`src/design/steering_profile_sampler_macros.svh`:
```
// assertion macros for the steering profile sampler
`ifndef STEERING_PROFILE_SAMPLER_MACROS_SVH
`define STEERING_PROFILE_SAMPLER_MACROS_SVH
// property that holds whenever the block is out of reset
`define SPS_ASSERT(label, prop, msg) \
    label: assert property (@(posedge i_clk) disable iff (!i_rst_n) (prop)) else $error(msg);
// property checked at every edge, reset included
`define SPS_ASSERT_ALWAYS(label, prop, msg) \
    label: assert property (@(posedge i_clk) (prop)) else $error(msg);
`endif

```
`src/design/sps_ram.sv`:
```
// generic single-port ram with registered read
module sps_ram #(
    parameter int Width = 32,
    parameter int Depth = 16
) (
    input  logic                     i_clk,
    input  logic                     i_we,
    input  logic [$clog2(Depth)-1:0] i_addr,
    input  logic [Width-1:0]         i_wdata,
    output logic [Width-1:0]         o_rdata
);
    logic [Width-1:0] r_mem [Depth];
    logic [Width-1:0] r_rdata;

    always_ff @(posedge i_clk) begin
        if (i_we) begin
            r_mem[i_addr] <= i_wdata;
        end
        r_rdata <= r_mem[i_addr];
    end
    assign o_rdata = r_rdata;
endmodule

```
`config.mk`:
```
export PLATFORM = sky130hd
export DESIGN_NAME = sps_ram
export DESIGN_NICKNAME = d
export VERILOG_FILES = /design/src/design/steering_profile_sampler_macros.svh /design/src/design/sps_ram.sv
export SDC_FILE = /design/constraint.sdc
export NUM_CORES = 1
export LEC_CHECK = 0
export BUFFER_PORTS_ARGS = -buffer_cell sky130_fd_sc_hd__buf_2
export CAP_MARGIN = 20
export CORE_AREA = 2 2 176 195
export CTS_CLUSTER_SIZE = 25
export DETAILED_ROUTE_END_ITERATION = 7
export DIE_AREA = 0 0 178 197
export HOLD_SLACK_MARGIN = 0.02
export PLACE_DENSITY = 0.78
export RECOVER_POWER = 25
export SLEW_MARGIN = 25
export SYNTH_ARGS = -nofsm -noshare
export SYNTH_HDL_FRONTEND = slang
export SYNTH_SLANG_ARGS = --single-unit
```
`constraint.sdc`:
```
create_clock -name i_clk -period 5.38 [get_ports i_clk]
set_input_delay 0.807 -clock i_clk [delete_from_list [all_inputs] [get_ports i_clk]]
set_output_delay 0.807 -clock i_clk [all_outputs]
set_load 0.01 [all_outputs]
```
==> metrics <==
sw frac 19.8%; fraction of synthesized cell area in xor and xnor cells 0%; total chip power 9020 µW; share of cells above drive strength 1 31.0%; synthesized area per cell 23.6 µm²; crit-path cells clkbuf_8 -> buf_4 -> mux4_2 -> a22oi_1 -> nand2_1; chip width 178 µm; DP Worst Slack 2.05 ns; Final ANT Viol Nets 0; clock buffer depth 3; worst setup margin 2.55 ns; H-tree depth 2; CTS root buf clkbuf_16; global-route wire length before repair 62700 µm; overflow left after global routing 0; Leakage 0.00733 µW; fillers 1873; cts bufs inserted 49; die outline height 197 µm; Int Pwr 7230 µW; crit path kind input pin to flip-flop; FF/Latch Area 16000 µm²; post-placement cell area 21100 µm²; Sinks on Clock Net 544; Final min period 2.83 ns; CTS resizes 0; fin nets 980; most common cell after layout, fill and taps aside edfxtp_1; Worst setup SP type input pin; initial antenna violation count 3; CP max stage cell buf_4; number of global-route vias before repair 9625; CP peak stage delay 0.82 ns; Starting Density 60.2%; hold depth 1; Final setup viols 0; Power Density 395 nW/µm²; critical path launch point i_addr[0]; yosys warns 0; post-synthesis mux area share 14.5%; Worst-path clk slew 0.06 ns; DRT iter0 DRCs 998; final wirelength 41600 µm; crit path DAT 3.27 ns; Synth Instances 840; Max-Cap Viols 0; Max Fclk 354 MHz; combinational family with the most area after synthesis multiplexers; Post-Route Utilization 69.2%; setup TNS after final layout 0 ns; run status complete, no violations; fin crit share 52.6%; worst hold endpoint r_mem[10][29]; setup slack, reg-to-reg 3.93 ns; commonest non-fill, non-tap cells in the layout 512 x edfxtp_1, 128 x mux4_2, 64 x a22oi_1; critical path capture point type flip-flop; required time of the critical path 5.82 ns; Die Area 35100 µm²; clock latency on the worst-skew pair 0.57 ns; clock power share 42.4%; Synth Register Bits 544; GPL Wtd Cong 0.721; vias per inst 6.47; Flop pwr share 52.9%; Total GRT Usage 25.0%; post-route clock skew 0.0212 ns; Crit Path Max Fanout 51; Adder-Cell Fraction of Synth Area 0%; fin. max-slew vios 0; Synth cell types 17; Hold WC Path Type input pin to flip-flop; R2R Path End o_rdata[7]; via count 9161; worst slew pin tran 1.00 ns; worst path bufs/invs 2; post-synthesis compound-gate area fraction 2.42%; final hold violations 0; Rel. slew slack 33.0%; Combinational Power Share 4.7%; post-synthesis simple-gate area fraction 1.27%; syn_nets 878; Crit path max-delay family buffers and inverters; CP Depth 5; Mapped Area 19900 µm²; Site Rows 70; largest net degree at the start of global routing 131; sw power 1790 µW; DR pass1 iterations 5; worst r2r path cells 3; sequential area share after synthesis 80.6%; reg2reg start r_mem[8][7]; hold_buf cts 0; DRC Markers 0; CTS tree done; DP Wirelength 21100 µm; fin area 22800 µm²; mean routed wirelength per cell 29.4 µm; area taken by multi-input logic gates 3750 µm²; hold_sp i_wdata[29]; RSZ-0062 raised after global routing no; Port Buffer Count 69; I/O pins 70; Layout area overhead 15.0%; VDD IR max 278 µV; Core ar. 33000 µm²; Setup Buffers After CTS 0
[per-layer routing]
metal | up-vias | global-route usage (%) | routed length, µm
met5 | - | 0 | 13
met4 | 2 | 7.92 | 1080
met3 | 67 | 5.34 | 3880
met2 | 505 | 39.2 | 20700
met1 | 4808 | 36.1 | 15900
li1 | 3779 | - | -
[kinds of logic (layout without fill, tap and decap cells)]
| logic type | after synthesis | in the layout |
|---|---|---|
| mux | 128 | 128 |
| flops | 544 | 544 |
| buf+inv | 45 | 187 |
| simple gates | 59 | 59 |
| other cells | 0 | 2 |
| compound gates | 64 | 64 |
[area by class of cell]
type / instances / share of cell area (%)
Sequential cell: 544 / 70.1
Tap cell: 432 / 2.37
Clock buffer: 64 / 5.97
Timing Repair Buffer: 96 / 3.23
Antenna cell: 2 / 0.0219
Clock inverter: 27 / 1.86
Multi-Input combinational cell: 251 / 16.4
[stage by stage]
step | cells | hold slack, ns
after floorplan | 840 | 0.635
after CTS | 1414 | 0.598
after global routing | 1414 | 0.639
after detailed placement | 1323 | 0.660
final | 1416 | 0.627
after global placement | 1312 | 0.648
[power by group through the flow]
stage                     registers (µW)  clock network [µW]  logic [µW]
after floorplan                     4860                   0         229
after global placement              4850                   0         402
after detailed placement            4860                   0         424
after CTS                           4770                3850         432
after global routing                4780                4000         458
final                               4770                3820         424
[sequential cells by signal, indices dropped and copies added, names as in the netlist]
register and count:
o_rdata 32, r_mem 512
[cell usage after synthesis]
library cell  instances  area [µm²]
or3b_2                1        8.76
and2_1                1        6.26
dfxtp_1              32         641
edfxtp_1            512       15400
buf_4                 1        7.51
mux4_2              128        2880
buf_6                 6        67.6
nor3_1                4        20.0
nand2_1              33         124
nand3b_1              2        15.0
clkbuf_1             27         101
nand3_1               1        5.00
nor2_1               13        48.8
buf_2                11        55.1
nor2b_1               2        12.5
nand2b_1              2        12.5
a22oi_1              64         480
[worst max-delay path by stage]
stage / end / slack [ns]
3_5_place_dp: o_rdata[17] / 2.05
6_report: o_rdata[20] / 2.55
2_1_floorplan: r_mem[0][0] / 1.33
4_1_cts: o_rdata[20] / 2.52
3_3_place_gp: o_rdata[20] / 2.06
5_1_grt: o_rdata[20] / 2.37
Power figures use the tool's default switching activity.
