<file path="src/design/steering_profile_sampler_macros.svh">
// assertion macros for the steering profile sampler
`ifndef STEERING_PROFILE_SAMPLER_MACROS_SVH
`define STEERING_PROFILE_SAMPLER_MACROS_SVH
// property that holds whenever the block is out of reset
`define SPS_ASSERT(label, prop, msg) \
    label: assert property (@(posedge i_clk) disable iff (!i_rst_n) (prop)) else $error(msg);
// property checked at every edge, reset included
`define SPS_ASSERT_ALWAYS(label, prop, msg) \
    label: assert property (@(posedge i_clk) (prop)) else $error(msg);
`endif

</file>
<file path="src/design/sps_div.sv">
// restoring divider: 64-bit numerator by 34-bit divisor, one bit a cycle
module sps_div (
    input  logic        i_clk,
    input  logic        i_rst_n,
    input  logic        i_start,
    input  logic [63:0] i_num,
    input  logic [33:0] i_den,
    output logic        o_done,
    output logic [63:0] o_quot
);
    logic [63:0] r_quot, n_quot;
    logic [33:0] r_rem, n_rem;
    logic [33:0] r_den;
    logic [6:0]  r_cnt, n_cnt;
    logic        r_busy, n_busy, r_done;
    logic [34:0] w_sh;

    always_comb begin
        n_quot = r_quot;
        n_rem = r_rem;
        n_cnt = r_cnt;
        n_busy = r_busy;
        w_sh = {r_rem, r_quot[63]};
        if (r_busy) begin
            n_quot = {r_quot[62:0], 1'b0};
            if (w_sh >= {1'b0, r_den}) begin
                n_rem = 34'(w_sh - {1'b0, r_den});
                n_quot[0] = 1'b1;
            end else begin
                n_rem = w_sh[33:0];
            end
            n_cnt = r_cnt - 7'd1;
            if (r_cnt == 7'd1) begin
                n_busy = 1'b0;
            end
        end
    end

    always_ff @(posedge i_clk) begin
        if (!i_rst_n) begin
            r_busy <= 1'b0;
            r_done <= 1'b0;
            r_cnt <= '0;
        end else begin
            r_done <= r_busy && !n_busy;
            if (i_start) begin
                r_busy <= 1'b1;
                r_cnt <= 7'd64;
            end else begin
                r_busy <= n_busy;
                r_cnt <= n_cnt;
            end
        end
        if (i_start) begin
            r_quot <= i_num;
            r_rem <= '0;
            r_den <= i_den;
        end else begin
            r_quot <= n_quot;
            r_rem <= n_rem;
        end
    end

    assign o_done = r_done;
    assign o_quot = r_quot;
endmodule

</file>
<file path="config.mk">
export PLATFORM = sky130hd
export DESIGN_NAME = sps_div
export DESIGN_NICKNAME = d
export VERILOG_FILES = /design/src/design/steering_profile_sampler_macros.svh /design/src/design/sps_div.sv
export SDC_FILE = /design/constraint.sdc
export NUM_CORES = 1
export LEC_CHECK = 0
export BUFFER_PORTS_ARGS = -buffer_cell sky130_fd_sc_hd__buf_2
export CAP_MARGIN = 20
export CELL_PAD_IN_SITES_DETAIL_PLACEMENT = 1
export CELL_PAD_IN_SITES_GLOBAL_PLACEMENT = 2
export CORE_MARGIN = 2
export CORE_UTILIZATION = 33
export CTS_BUF_LIST = sky130_fd_sc_hd__clkbuf_2 sky130_fd_sc_hd__clkbuf_4 sky130_fd_sc_hd__clkbuf_8
export DETAILED_ROUTE_END_ITERATION = 8
export PLACE_DENSITY_LB_ADDON = 0.12
export SYNTH_ARGS = -nofsm -noshare
export SYNTH_HDL_FRONTEND = slang
export SYNTH_SLANG_ARGS = --single-unit
</file>
<file path="constraint.sdc">
create_clock -name i_clk -period 2.7 [get_ports i_clk]
set_input_delay 0.54 -clock i_clk [delete_from_list [all_inputs] [get_ports i_clk]]
set_output_delay 0.54 -clock i_clk [all_outputs]
set_load 0.05 [all_outputs]
</file>
==> impl_results.md, run 1 <==
* Die X at 156 um
* Synthesized flop and latch total at 141
* Multi-input logic area at 3860 sq um
* Crit-path max cell delay at 0.39 ns
* DR WL/cell at 18.9 um
* Post-Route WL at 22,900 um
* DRC viols at 0
* Met2 Usage GRT at 0.302
* Critical path class: reg2reg
* Initial antenna violation count at 1
* Num rows at 55
* Hpwl dp at 16,400 um
* Min-Delay Path Class: in2reg
* Share of cells above drive strength 1 at 0.435
* Area Growth Syn to Fin at 32.3%
* Tot GR Track Use at 0.186
* Seq/Total Area, Yosys at 0.500
* Boundary Pins at 166
* Tot Pwr at 0.00643 W
* RSZ-0062 raised after global routing: true
* Failing checks: setup timing
* Count leader, synth: edfxtp_1
* TritonRoute pass-1 iters at 4
* Mapped Cells at 684
* Vias in the first global route at 6,609
* Net Count, Synth at 822
* Synth top area share at 0.387
* Max VDD drop at 0.000310 V
* Ant. Diodes at 0
* First-pass GRT wire length at 35,400 um
* Critical path cell sequence: inv_2, ha_4, and4_4, a221oi_4, o41ai_4, a211oi_2, o21a_4, o21a_4, or3_1, mux2_4, nand2_1
* Routability congestion estimate at 0.830
* Crit path time final at 2.71 ns
* ANT nets after route at 0
* Delay-heaviest family, CP: compound AO/OA/AOI/OAI gates
* Period Utilization, post-route at 1.00
* CTS tree: built
* Final setup margin at -0.0132 ns
* Starting density of the core at 0.336
* Setup TNS at -0.0132 ns
* Synth Cell Area at 7610 sq um
* Die H at 156 um
* CP Data Required Time at 3.10 ns
* Max clock buf depth at 2
* Synth async-reset ratio at 0
* Final Skew at 0.0204 ns
* Placed Instances at 1,156
* # port buffers at 165
* Synth area leaders: edfxtp_1 39%, dfxtp_1 11%, mux2_2 9.9%
* GR met1 Demand/Resource at 0.234
* Synth cell types at 62
* Clk slew on worst S/H paths at 0.11 ns
* Largest net degree at the start of global routing at 65
* DIE AREA at 24,300 sq um
* Yosys top cell by area: edfxtp_1
* Worst hold margin at 0.255 ns
* H-Tree Depth at 4
* CP max-delay cell: o41ai_4
* Pwr/cell area at 639 nW/um^2
* Max Cap Viol at 0
* Buf+Inv Stages, Crit Path at 1
* Status: finished, violations left
* Filler instances at 2,508
* GRT Max-Usage Layer: met2
* # clock sinks at 141
* Initial drt markers at 207
* CP startpoint kind: flop
* Relative slew slack at 0.519
* Synth warn at 0
* Nets at 1,049
* Skew-Pair Late Insertion Delay at 0.46 ns
* Fin. Hold Viols at 0
* Vias per cell at 5.10
* Core Area at 22,600 sq um
* Slew @ Worst Pin at 0.719 ns
* Register area at 3800 sq um
* Met3 Track Usage GR at 0.0783
* Crit path capture type: flop
* Finished Core Util at 0.444
* EDFF count, synth at 98
* Ys flop type: edfxtp_1
* Gr ovfl total at 0
* Synth Area per Inst at 11.1 sq um
* Synth top cells by count: 98 x edfxtp_1, 73 x nand2_1, 67 x mux2_2, 46 x nor2_1
* Critical Path Fanout Max at 6
* Final setup violating endpoints at 1
* Post-Layout Cell Count at 1,209
* Leak at 4.26 nW
* Max-slew violation count at 0
* CTS root buffer: clkbuf_8
* CP arrival at 3.11 ns
* Vias at 6,161
* Fmax at 369 MHz
* Clock buffer count from CTS at 17
* Cell repeated most along the worst path: o21a_4
==> final timing paths <==
path             start         to  slack, ns  cells past startpoint
max          r_den[17]  r_rem[30]      -0.01                     11
min          i_den[23]  r_den[23]       0.26                      1
max reg2reg  r_den[17]  r_rem[30]      -0.01                     11
min reg2reg   r_rem[2]   r_rem[2]       0.48                      2
==> placed cells by master (no fill, tap or decap), drive strengths merged, types with 7 or more instances in the layout <==
cell    count
a211oi     15
a21o       21
a21oi      41
a311oi     14
and3        7
buf       230
clkbuf     21
dfxtp      43
edfxtp     98
ha         36
inv        52
mux2       67
nand2      73
nand2b      8
nand3       9
nor2       46
nor2b       8
o21a        9
o21ai      25
xnor2      13
xor2       18
==> report_power, final <==
part,leakage [nW],internal (W),total (W),switching (W)
logic,2.72,0.000754,0.00192,0.00117
clock network,0.212,0.000887,0.00186,0.000969
registers,1.33,0.00254,0.00265,0.000115
total,4.26,0.00418,0.00643,0.00225
==> layer usage <==
| metal | up-vias | share of wire |
|---|---|---|
| met5 | - | 0.00070 |
| met1 | 3002 | 0.44 |
| met4 | 2 | 0.0087 |
| met2 | 167 | 0.47 |
| li1 | 2978 | - |
| met3 | 12 | 0.080 |
==> sequential cells by signal, summed over array words and instances, names as in the netlist <==
signal,count
r_busy,1
r_rem,34
o_done,1
o_quot,64
r_cnt,7
r_den,34
==> through the flow <==
step	setup WS [ns]	cell area [sq um]
floorplan	-0.0852	7640
global placement	-0.0684	9100
detailed placement	-0.106	9100
CTS	0.000608	9640
global route	-0.0929	10100
finish	-0.0132	10100
==> kinds of logic (layout without fill, tap and decap cells) <==
family	after synthesis	after routing	share of synthesized area
compound gates	158	160	0.153
simple gates	174	174	0.103
xor+xnor	31	31	0.0357
flops	141	141	0.500
buf+inv	70	308	0.0396
fa+ha+maj	37	37	0.0619
mux	73	73	0.107
==> repair_timing <==
| action | CTS | global route |
|---|---|---|
| resized for setup | 15 | 51 |
| cloned | 1 | 5 |
| endpoints found under the setup margin | 28 | 29 |
| pin swaps | 6 | 17 |
| setup buffers | 3 | 13 |
| hold endpoints to repair | 0 | 0 |
| hold buffers | 0 | 0 |
==> final cells by class <==
cell class | instances | area share
clock inverter | 14 | 0.0170
clock buffer | 18 | 0.0246
sequential | 141 | 0.378
inverter | 43 | 0.0164
multi-input combinational | 475 | 0.384
tap | 285 | 0.0354
timing repair buffer | 233 | 0.144
(Power assumes the default switching activity.)
==> run 2: changes to the inputs <==
--- a/config.mk
+++ b/config.mk
@@ -5,12 +5,13 @@
 export SDC_FILE = /design/constraint.sdc
 export NUM_CORES = 1
 export LEC_CHECK = 0
+export ABC_AREA = 1
 export BUFFER_PORTS_ARGS = -buffer_cell sky130_fd_sc_hd__buf_2
 export CAP_MARGIN = 20
 export CELL_PAD_IN_SITES_DETAIL_PLACEMENT = 1
 export CELL_PAD_IN_SITES_GLOBAL_PLACEMENT = 2
 export CORE_MARGIN = 2
-export CORE_UTILIZATION = 33
+export CORE_UTILIZATION = 29
 export CTS_BUF_LIST = sky130_fd_sc_hd__clkbuf_2 sky130_fd_sc_hd__clkbuf_4 sky130_fd_sc_hd__clkbuf_8
 export DETAILED_ROUTE_END_ITERATION = 8
 export PLACE_DENSITY_LB_ADDON = 0.12
==> run 2 against run 1 <==
  * The run now ends clean
  * Non-clock buffer count shrank 54
  * Utilization shrank 8.8 points
  * Clock skew grew 0.0032 ns
  * Worst hold slack lost 0.037 ns
  * Cell area grew 2.1%
  * Via count grew 25%
  * Synthesized area grew 12%
  * Sequential share of layout area shrank 0.79 points
  * Critical path depth grew 6
  * Count of clock-buffer cells in the layout shrank 1
  * Power shrank 14%
  * Critical path type unchanged
  * Largest power group unchanged
==> impl_results.md, run 2 <==
* CP max-delay cell: edfxtp_1
* Die X at 176 um (+13%)
* Buf+Inv Stages, Crit Path at 4 (+3)
* Synth async-reset ratio at 0 (unchanged)
* Cell repeated most along the worst path: nand2_1
* DIE AREA at 30,900 sq um (+27%)
* Relative slew slack at 0.677 (+0.158)
* Die H at 176 um (+13%)
* Crit path capture type: flop
* CP Data Required Time at 3.08 ns (-0.02 ns)
* Max Cap Viol at 0 (unchanged)
* Clock buffer count from CTS at 17 (unchanged)
* Synth Cell Area at 8550 sq um (+12%)
* Initial antenna violation count at 8 (+7)
* Slew @ Worst Pin at 0.485 ns (-0.234 ns)
* CP startpoint kind: flop
* CP arrival at 2.84 ns (-0.27 ns)
* EDFF count, synth at 98 (unchanged)
* Post-Route WL at 27,700 um (+21%)
* Vias per cell at 4.46 (-13%)
* H-Tree Depth at 4 (unchanged)
* Min-Delay Path Class: in2reg
* Status: completed
* Filler instances at 3,713 (+48%)
* Synth warn at 0 (unchanged)
* Crit path time final at 2.46 ns (-0.250 ns)
* Seq/Total Area, Yosys at 0.445 (-0.0554)
* DRC viols at 0 (unchanged)
* Synth cell types at 42 (-32%)
* Synthesized flop and latch total at 141 (unchanged)
* Clk slew on worst S/H paths at 0.11 ns (about the same)
* First-pass GRT wire length at 44,300 um (+25%)
* Pwr/cell area at 538 nW/um^2 (-16%)
* Commonest cells after routing, fill and taps aside: 501 x nand2_1, 183 x inv_1, 164 x buf_2
* Boundary Pins at 166 (unchanged)
* Hpwl dp at 21,200 um (+29%)
* Leak at 5.39 nW (+26%)
* Max-slew violation count at 0 (unchanged)
* Mapped Cells at 1,164 (+70%)
* # port buffers at 165 (unchanged)
* Area Growth Syn to Fin at 20.2%
* Most common cell after layout, fill and taps aside: nand2_1
* Max clock buf depth at 2 (unchanged)
* Num rows at 62 (+13%)
* Routability congestion estimate at 0.811 (-2.3%)
* TritonRoute pass-1 iters at 4 (unchanged)
* Ys flop type: edfxtp_1
* ANT nets after route at 0 (unchanged)
* Synth area leaders: edfxtp_1 34%, nand2_1 22%, dfxtp_1 10%
* Cts hold-fix bufs at 0 (unchanged)
* Critical path cell sequence: inv_1, ha_1, nand2_1, inv_1, nand2_1, nand2_1, nand2_1, nand2_1, a21oi_2, nand2_4, nand2_8, buf_6, nand3_1, nand2_1, inv_1, nand2_1, nand2_1
* Starting density of the core at 0.296 (-0.0396)
* Yosys top cell by area: edfxtp_1
* Fmax at 406 MHz (+10%)
* Initial drt markers at 284 (+37%)
* Core Area at 28,900 sq um (+27%)
* CTS root buffer: clkbuf_8
* RSZ-0062 raised after global routing: false
* Share of cells above drive strength 1 at 0.184 (-0.251)
* Crit-path max cell delay at 0.40 ns (about the same)
* Largest net degree at the start of global routing at 46 (-29%)
* Final Skew at 0.0236 ns (+0.00324 ns)
* Vias at 7,726 (+25%)
* Tot GR Track Use at 0.186 (about the same)
* Skew-Pair Late Insertion Delay at 0.49 ns (+0.03 ns)
* Final setup violating endpoints at 0 (-1)
* Period Utilization, post-route at 0.912 (-0.0927)
* Max FFs per register at 64 (unchanged)
* Fin. Hold Viols at 0 (unchanged)
* Nets at 1,472 (+40%)
* Critical Path Fanout Max at 25 (+19)
* Count leader, synth: nand2_1
* # clock sinks at 141 (unchanged)
* Critical path class: reg2reg
* Synth Area per Inst at 7.35 sq um (-34%)
* Synth top area share at 0.344 (-0.0428)
* CTS tree: built
* Delay-heaviest family, CP: simple AND/OR/NAND/NOR gates
* Setup TNS at 0 ns (+0.0132 ns)
* Vias in the first global route at 8,156 (+23%)
* Net Count, Synth at 1,302 (+58%)
* Gr ovfl total at 0 (unchanged)
* Max VDD drop at 0.000452 V (+46%)
* DR WL/cell at 16.0 um (-15%)
* Synth top cells by count: 501 x nand2_1, 184 x inv_1, 98 x edfxtp_1, 79 x nand3_1, 55 x nor2_1
* Tot Pwr at 0.00553 W (-14%)
## run 2: cell count changes in the layout (fill, tap and decap cells not counted), moves of 12 or more
cell	before	now
a21o_1	20	1
a21oi_1	34	20
buf_4	60	13
inv_1	36	183
mux2_2	66	0
nand2_1	70	501
nand3_1	9	79
nand3b_1	0	21
xor2_1	18	6
## run 2: area by class of cell
class	instances	area, sq um	share of cell area
timing repair buffer	179	950	0.0924
multi-input combinational	801	3890	0.378
antenna	3	7.51	0.000730
clock buffer	17	234	0.0228
sequential	141	3800	0.370
tap	384	480	0.0467
inverter	194	729	0.0710
clock inverter	15	184	0.0179
## run 2: kinds of logic (layout without fill, tap and decap cells)
| family | after synthesis | count (layout) | share of synthesized area |
|---|---|---|---|
| AND/OR/NAND/NOR | 688 | 689 | 0.341 |
| buffers and inverters | 223 | 405 | 0.102 |
| flip-flops | 141 | 141 | 0.445 |
| AO/OA/AOI/OAI | 57 | 57 | 0.0382 |
| adder cells (fa/ha/maj) | 37 | 37 | 0.0550 |
| XOR/XNOR | 18 | 18 | 0.0184 |
| other | 0 | 3 | 0 |
## run 2: metrics by stage
stage / instance area [sq um] / util / setup WS (ns) / hold WS, ns / std cells
global route: 10300 / 0.356 / 0.00153 / 0.182 / 1731
detailed placement: 9840 / 0.341 / 0.170 / 0.466 / 1698
global placement: 9840 / 0.341 / 0.163 / 0.459 / 1698
floorplan: 8560 / - / 0.401 / 0.431 / 1164
CTS: 10300 / 0.355 / 0.145 / 0.170 / 1730
finish: 10300 / 0.356 / 0.237 / 0.218 / 1734
## run 2: routing by layer
layer	wire length, um	part of all wire	GRT usage
met2	12100	0.44	0.291
met4	424	0.015	0.0482
met3	1860	0.067	0.0660
met5	61	0.0022	0
met1	13300	0.48	0.245
## run 2: path summary, 6_finish.rpt
path | startpoint | to | slack, ns | cells after the start
min | i_den[29] | r_den[29] | 0.22 | 1
max reg2reg | r_den[14] | r_rem[33] | 0.24 | 17
max | r_den[14] | r_rem[33] | 0.24 | 17
min reg2reg | r_rem[22] | r_rem[22] | 0.48 | 2
## run 2: where the power goes
group	total (W)	internal, W	switching [W]
clock	0.00190	0.000932	0.000973
sequential	0.00257	0.00249	0.0000764
combinational	0.00106	0.000276	0.000780
## run 2: timing repair
| item | CTS | global route |
|---|---|---|
| setup buffers | 0 | 0 |
| setup endpoints to repair | 0 | 14 |
| resized for setup | 0 | 1 |
